$ cat src/sv/ptpc_pkg.sv
// types, constants and tables of the polar target point converter
// used by every module of the block; no dependencies
package ptpc_pkg;

  localparam int FRAC_BITS     = 16;
  localparam int CORDIC_STAGES = 18;
  localparam int EPS           = (1 << FRAC_BITS) / 1000000;
  localparam int QSH           = FRAC_BITS + 16 - 23;
  localparam int CW            = 56;
  localparam int ZW            = 34;
  localparam int SHW           = 5;

  localparam logic [45:0] TURN_RAD = 46'd44798133900177;
  localparam logic [45:0] TURN_DEG = 46'd781874935307;
  localparam logic [29:0] GAIN     = 30'd652032874;

  localparam logic [31:0] ATAN_TURNS [24] = '{
    32'd536870912, 32'd316933406, 32'd167458907, 32'd85004756, 32'd42667331,
    32'd21354465, 32'd10679838, 32'd5340245, 32'd2670163, 32'd1335087,
    32'd667544, 32'd333772, 32'd166886, 32'd83443, 32'd41722, 32'd20861,
    32'd10430, 32'd5215, 32'd2608, 32'd1304, 32'd652, 32'd326, 32'd163, 32'd81
  };

  localparam int MODE_PREFER_XY = 0;
  localparam int MODE_DEGREES   = 1;
  localparam int MODE_INVERT_Y  = 2;
  localparam int MODE_REQ_STATE = 3;

  localparam logic [2:0] CFG_MODE     = 3'd0;
  localparam logic [2:0] CFG_ANGLE    = 3'd1;
  localparam logic [2:0] CFG_ANCHOR_X = 3'd2;
  localparam logic [2:0] CFG_ANCHOR_Y = 3'd3;
  localparam logic [2:0] CFG_MIN_DIST = 3'd4;
  localparam logic [2:0] CFG_MAX_DIST = 3'd5;

  localparam logic [1:0] STATUS_OK        = 2'd0;
  localparam logic [1:0] STATUS_BAD_STATE = 2'd1;
  localparam logic [1:0] STATUS_NO_SOURCE = 2'd2;
  localparam logic [1:0] STATUS_RANGE     = 2'd3;

  typedef enum logic [1:0] {
    KIND_BAD_STATE,
    KIND_XY,
    KIND_POLAR,
    KIND_NONE
  } kind_t;

  typedef struct packed {
    logic [3:0]         mode;
    logic signed [18:0] aoff;
    logic signed [23:0] ax;
    logic signed [23:0] ay;
    logic [22:0]        dmin;
    logic [22:0]        dmax;
  } cfg_t;

  typedef struct packed {
    kind_t              kind;
    logic signed [23:0] sx;
    logic signed [24:0] sy;
    logic               flip;
  } side_t;

  typedef struct packed {
    logic signed [CW-1:0] x;
    logic signed [CW-1:0] y;
    logic signed [ZW-1:0] z;
    side_t                side;
  } cdat_t;

endpackage

$ cat src/sv/ptpc_front.sv
// source selection and angle path: turns, offset, half-turn fold, cordic seed
// depends on ptpc_pkg
module ptpc_front import ptpc_pkg::*; (
  input  logic               clk,
  input  logic               rst_n,
  input  cfg_t               cfg,
  input  logic               in_valid,
  output logic               in_ready,
  input  logic signed [7:0]  in_device_state,
  input  logic               in_xy_ok,
  input  logic signed [23:0] in_pos_x,
  input  logic signed [23:0] in_pos_y,
  input  logic               in_polar_ok,
  input  logic [22:0]        in_range_m,
  input  logic signed [27:0] in_bearing,
  output logic               out_valid,
  input  logic               out_ready,
  output cdat_t              out_dat
);

  logic en1, en2, en3, en4, en5;
  logic v1_r, v2_r, v3_r, v4_r, v5_r;

  // stage 1: captured transaction
  logic signed [7:0]  st1_r;
  logic               xyok1_r, pok1_r;
  logic signed [23:0] px1_r, py1_r;
  logic [22:0]        rng1_r;
  logic signed [27:0] brg1_r;

  // stage 2: decision and magnitudes
  side_t       side2_r, side2_nxt;
  logic [27:0] magb2_r;
  logic        negb2_r;
  logic [18:0] mago2_r;
  logic        nego2_r;
  logic [22:0] rng2_r;
  logic        away, use_polar, bad_state;

  // stage 3: partial products
  side_t           side3_r;
  logic [50:0]     pbh3_r, pbl3_r;
  logic [41:0]     poh3_r, pol3_r;
  logic            negb3_r, nego3_r;
  logic [CW-1:0]   x03_r;
  logic [45:0]     cb;

  // stage 4: turns
  side_t         side4_r;
  logic [31:0]   qb4_r, qo4_r;
  logic [CW-1:0] x04_r;
  logic [51:0]   pb0, po0, sb, so;
  logic [31:0]   qbu, qou;

  // stage 5: folded angle
  cdat_t       dat5_r;
  logic [31:0] t, tu, w;
  logic        flip;

  assign en5 = !v5_r || out_ready;
  assign en4 = !v4_r || en5;
  assign en3 = !v3_r || en4;
  assign en2 = !v2_r || en3;
  assign en1 = !v1_r || en2;
  assign in_ready = en1;

  always_ff @(posedge clk) begin
    if (!rst_n) begin
      v1_r <= 1'b0;
      v2_r <= 1'b0;
      v3_r <= 1'b0;
      v4_r <= 1'b0;
      v5_r <= 1'b0;
    end else begin
      if (en1) v1_r <= in_valid;
      if (en2) v2_r <= v1_r;
      if (en3) v3_r <= v2_r;
      if (en4) v4_r <= v3_r;
      if (en5) v5_r <= v4_r;
    end
  end

  always_ff @(posedge clk) begin
    if (en1 && in_valid) begin
      st1_r   <= in_device_state;
      xyok1_r <= in_xy_ok;
      px1_r   <= in_pos_x;
      py1_r   <= in_pos_y;
      pok1_r  <= in_polar_ok;
      rng1_r  <= in_range_m;
      brg1_r  <= in_bearing;
    end
  end

  assign away      = xyok1_r && ((px1_r != 24'sd0) || (py1_r != 24'sd0));
  assign use_polar = pok1_r && ({9'd0, rng1_r} > 32'(EPS));
  assign bad_state = cfg.mode[MODE_REQ_STATE] && st1_r[7];

  always_comb begin
    side2_nxt.sx   = px1_r;
    side2_nxt.sy   = cfg.mode[MODE_INVERT_Y] ? -25'(py1_r) : 25'(py1_r);
    side2_nxt.flip = 1'b0;
    if (bad_state) begin
      side2_nxt.kind = KIND_BAD_STATE;
    end else if ((cfg.mode[MODE_PREFER_XY] && away) || (!use_polar && xyok1_r)) begin
      side2_nxt.kind = KIND_XY;
    end else if (use_polar) begin
      side2_nxt.kind = KIND_POLAR;
    end else begin
      side2_nxt.kind = KIND_NONE;
    end
  end

  always_ff @(posedge clk) begin
    if (en2 && v1_r) begin
      side2_r <= side2_nxt;
      magb2_r <= brg1_r[27] ? 28'(-brg1_r) : 28'(brg1_r);
      negb2_r <= brg1_r[27];
      mago2_r <= cfg.aoff[18] ? 19'(-cfg.aoff) : 19'(cfg.aoff);
      nego2_r <= cfg.aoff[18];
      rng2_r  <= rng1_r;
    end
  end

  assign cb = cfg.mode[MODE_DEGREES] ? TURN_DEG : TURN_RAD;

  always_ff @(posedge clk) begin
    if (en3 && v2_r) begin
      side3_r <= side2_r;
      pbh3_r  <= 51'(magb2_r) * 51'(cb[45:23]);
      pbl3_r  <= 51'(magb2_r) * 51'(cb[22:0]);
      poh3_r  <= 42'(mago2_r) * 42'(TURN_RAD[45:23]);
      pol3_r  <= 42'(mago2_r) * 42'(TURN_RAD[22:0]);
      negb3_r <= negb2_r;
      nego3_r <= nego2_r;
      x03_r   <= CW'(rng2_r) * CW'(GAIN);
    end
  end

  assign pb0 = 52'(pbl3_r) + (52'd1 << (FRAC_BITS + 15));
  assign po0 = 52'(pol3_r) + (52'd1 << (FRAC_BITS + 15));
  assign sb  = 52'(pbh3_r) + (pb0 >> 23);
  assign so  = 52'(poh3_r) + (po0 >> 23);
  assign qbu = 32'(sb >> QSH);
  assign qou = 32'(so >> QSH);

  always_ff @(posedge clk) begin
    if (en4 && v3_r) begin
      side4_r <= side3_r;
      qb4_r   <= negb3_r ? -qbu : qbu;
      qo4_r   <= nego3_r ? -qou : qou;
      x04_r   <= x03_r;
    end
  end

  assign t    = qb4_r + qo4_r;
  assign w    = t + 32'h4000_0000;
  assign flip = w[31];
  assign tu   = flip ? (t + 32'h8000_0000) : t;

  always_ff @(posedge clk) begin
    if (en5 && v4_r) begin
      dat5_r.x    <= $signed(x04_r);
      dat5_r.y    <= '0;
      dat5_r.z    <= $signed({2'b00, tu + 32'h4000_0000}) - $signed(ZW'(32'h4000_0000));
      dat5_r.side <= '{side4_r.kind, side4_r.sx, side4_r.sy, flip};
    end
  end

  assign out_valid = v5_r;
  assign out_dat   = dat5_r;

endmodule

$ cat config.mk
export PLATFORM = sky130hd
export DESIGN_NAME = ptpc_front
export DESIGN_NICKNAME = d
export VERILOG_FILES = /design/src/sv/ptpc_pkg.sv /design/src/sv/ptpc_front.sv
export SDC_FILE = /design/constraint.sdc
export NUM_CORES = 2
export LEC_CHECK = 0
export ABC_AREA = 1
export BUFFER_PORTS_ARGS = -buffer_cell sky130_fd_sc_hd__buf_2
export CAP_MARGIN = 20
export CORE_AREA = 2 2 416 418
export DETAILED_ROUTE_END_ITERATION = 8
export DIE_AREA = 0 0 418 420
export HOLD_SLACK_MARGIN = 0.1
export PLACE_DENSITY_LB_ADDON = 0.12
export SYNTH_ARGS = -nofsm -noshare
export SYNTH_HDL_FRONTEND = slang
export SYNTH_SLANG_ARGS = --single-unit
$ cat constraint.sdc
create_clock -name clk -period 7.5 [get_ports clk]
set_input_delay 0.75 -clock clk [delete_from_list [all_inputs] [get_ports clk]]
set_output_delay 0.75 -clock clk [all_outputs]
set_load 0.02 [all_outputs]
==> qor.csv <==
metric,value,unit
critPathLaunchType,register,
grt_overflow,0,
synth-compound-area-share,4.75,%
antenna_left,0,
regArea,23000,um2
finalSetupViolations,0,
grt_pass1_vias,63300,
syn-cell-area,86700,um2
yosysSeqAreaShare,26.5,%
synth_commonest_cells,"inv_1, nand2_1, fa_1",
die_area,176000,um2
layout_min_cycle_time,7.28,ns
io_pins,430,
slew_viol_final,0,
synth.largest_area_cell,fa_1,
dpl.hpwl,224000,um
instances_no_fill,11800,
endpoint_kind,register,
whs,0.197,ns
first_iter_violations,4463,
grt_max_degree,138,
cts_tree,done,
start_util,50.7,%
grt_pass1_wl,386000,um
hold_depth,1,
cts_htree_levels,3,
nNetsFinal,12100,
drc,0,
cts.path.max_buffers,3,
design_area,96500,um2
hold_class,in -> reg,
clockRootBuffer,clkbuf_16,
placed_cells,11700,
ys.flop_type,edfxtp_1,
worst_r2r_path_depth,26,
status,"complete, no violations",
clkTransAtPathRegs,0.06,ns
viasPerCell,5.13,
drv_cap,0,
ff2ff_setup_slack,0.22,ns
cpPeakStageDelay,0.83,ns
rows,152,
multiInputGateArea,54500,um2
yosys-top-cells-area,"fa_1, edfxtp_1, ha_1, inv_1, nand2_1",
cts_buffers,84,
fin_worst_skew,0.0505,ns
crit_buf_inv,9,
antenna_found_initial,11,
period_share,97.0,%
worst_pin_slew,1.11,ns
synth-simple-area-share,10.6,%
io_buffers,268,
yosysTopAreaCellShare,27.2,%
slew_headroom,26.1,%
post_dp_cell_area,93600,um2
tns,0,ns
synth_top_family_by_area,adder cells,
synthCells,8803,
path_class,reg -> reg,
max_freq,137,MHz
firstDrtPassIters,6,
path_depth,26,
slowest_stage,fa_1,
die_h,420,um
avgRoutedWirePerCell,21.7,um
yosysMostFrequentCell,inv_1,
coreArea,171000,um2
crit_fanout,6,
clk_latency,0.74,ns
async_flop_share,0,%
cp.arrival,7.71,ns
layout-drive-gt1-share,9.46,%
clkSinkCount,767,
synthAdderAreaFrac,43.6,%
num_vias,60800,
worstPathRequired,7.94,ns
dieWidth,418,um
crit_family,adder cells,
routabilityCongestion,1.00,
syn-mean-instance-area,9.85,um2
yosys_warnings,0,
grtUsageTotal,30.0,%
rsz0062_at_grt,true,
synthMuxAreaShare,0,%
fill_cells,15300,
synth-xor-area-share,3.51,%
synth_edf_count,762,
yosysUniqueCellTypes,63,
drt_wl_total,257000,um
area_growth,11.3,%
hold_viol,0,
postSynthRegisterBits,767,
[layout make-up]
class / count / share of cell area (%)
Multi-Input combinational cell: 5649 / 56.5
Sequential cell: 767 / 23.8
Inverter: 2393 / 9.33
Timing Repair Buffer: 647 / 4.53
Tap cell: 2233 / 2.90
Clock buffer: 98 / 2.23
Clock inverter: 54 / 0.691
Antenna cell: 5 / 0.0130
[cells by family (layout without fill, tap and decap cells)]
| logic type | Yosys count | after routing |
|---|---|---|
| buffers and inverters | 2474 | 3192 |
| other | 2 | 94 |
| adders and majority gates | 2315 | 2315 |
| xor gates and xnor gates | 345 | 345 |
| DFF | 767 | 767 |
| and+or+nand+nor | 2172 | 2172 |
| AOI/OAI and AO/OA | 728 | 728 |
[final timing paths]
| check | startpoint | end |
|---|---|---|
| worst max-delay path | magb2_r[9] | pbl3_r[38] |
| worst min register to register | x03_r[29] | x04_r[29] |
| worst min-delay path | in_pos_x[20] | px1_r[20] |
| worst max register to register | magb2_r[9] | pbl3_r[38] |
[worst reg2reg max path, delay by kind of cell, from the launching register on]
| kind | cells | cell delay, ns |
|---|---|---|
| AO/OA/AOI/OAI | 1 | 0.13 |
| buffers and inverters | 9 | 1.01 |
| flip-flops | 1 | 0.75 |
| AND/OR/NAND/NOR | 7 | 0.96 |
| adder cells (fa/ha/maj) | 8 | 4.00 |
| XOR/XNOR | 1 | 0.16 |
[through the flow]
| step | util (%) | setup WS, ns |
|---|---|---|
| finish | 56.4 | 0.221 |
| global route | 56.4 | -0.0427 |
| CTS | 56.4 | 0.237 |
| detailed placement | 54.8 | 0.0769 |
| global placement | 54.8 | 0.120 |
| floorplan | - | 0.361 |
[layer usage]
layer  global-route usage, %  up-vias  routed length, um
met5                       0        -                  0
met4                    7.69        0               7070
met3                    5.46      276              17600
met2                    47.9     1604             117000
met1                    42.1    30100             115000
li1                        -    28800                  -
[registers in the layout, summed over array words and instances (netlist names), 19 cells and up]
signal	cells
out_dat	136
magb2_r	28
py1_r	24
x04_r	52
brg1_r	28
pbl3_r	28
poh3_r	41
x03_r	52
side3_r	51
pbh3_r	41
mago2_r	19
pol3_r	19
rng2_r	23
qb4_r	32
side4_r	51
side2_r	51
rng1_r	23
px1_r	24
qo4_r	32
[timing repair]
action,CTS,global route
endpoints found under the setup margin,0,9
resized for setup,0,5
buffers inserted,0,4
hold buffers,0,0
[placed cells by master, fill, tap and decap left out, drive strengths merged, types with 15 or more instances in the layout]
cell type  count
fa          1179
a31oi         51
nand3        190
edfxtp       762
buf          647
clkinv        36
conb          89
ha          1136
inv         2396
xor2         232
a21oi        342
nor4          39
nor3          71
o21ai        208
clkbuf        98
a21o          15
o21a          34
nor2         527
o21bai        21
nand4         72
xnor2        113
nand2       1229
Power is left out: the tool's default activity adds up to more than one toggle a clock period on the data nets, which glitch-free logic cannot reach.
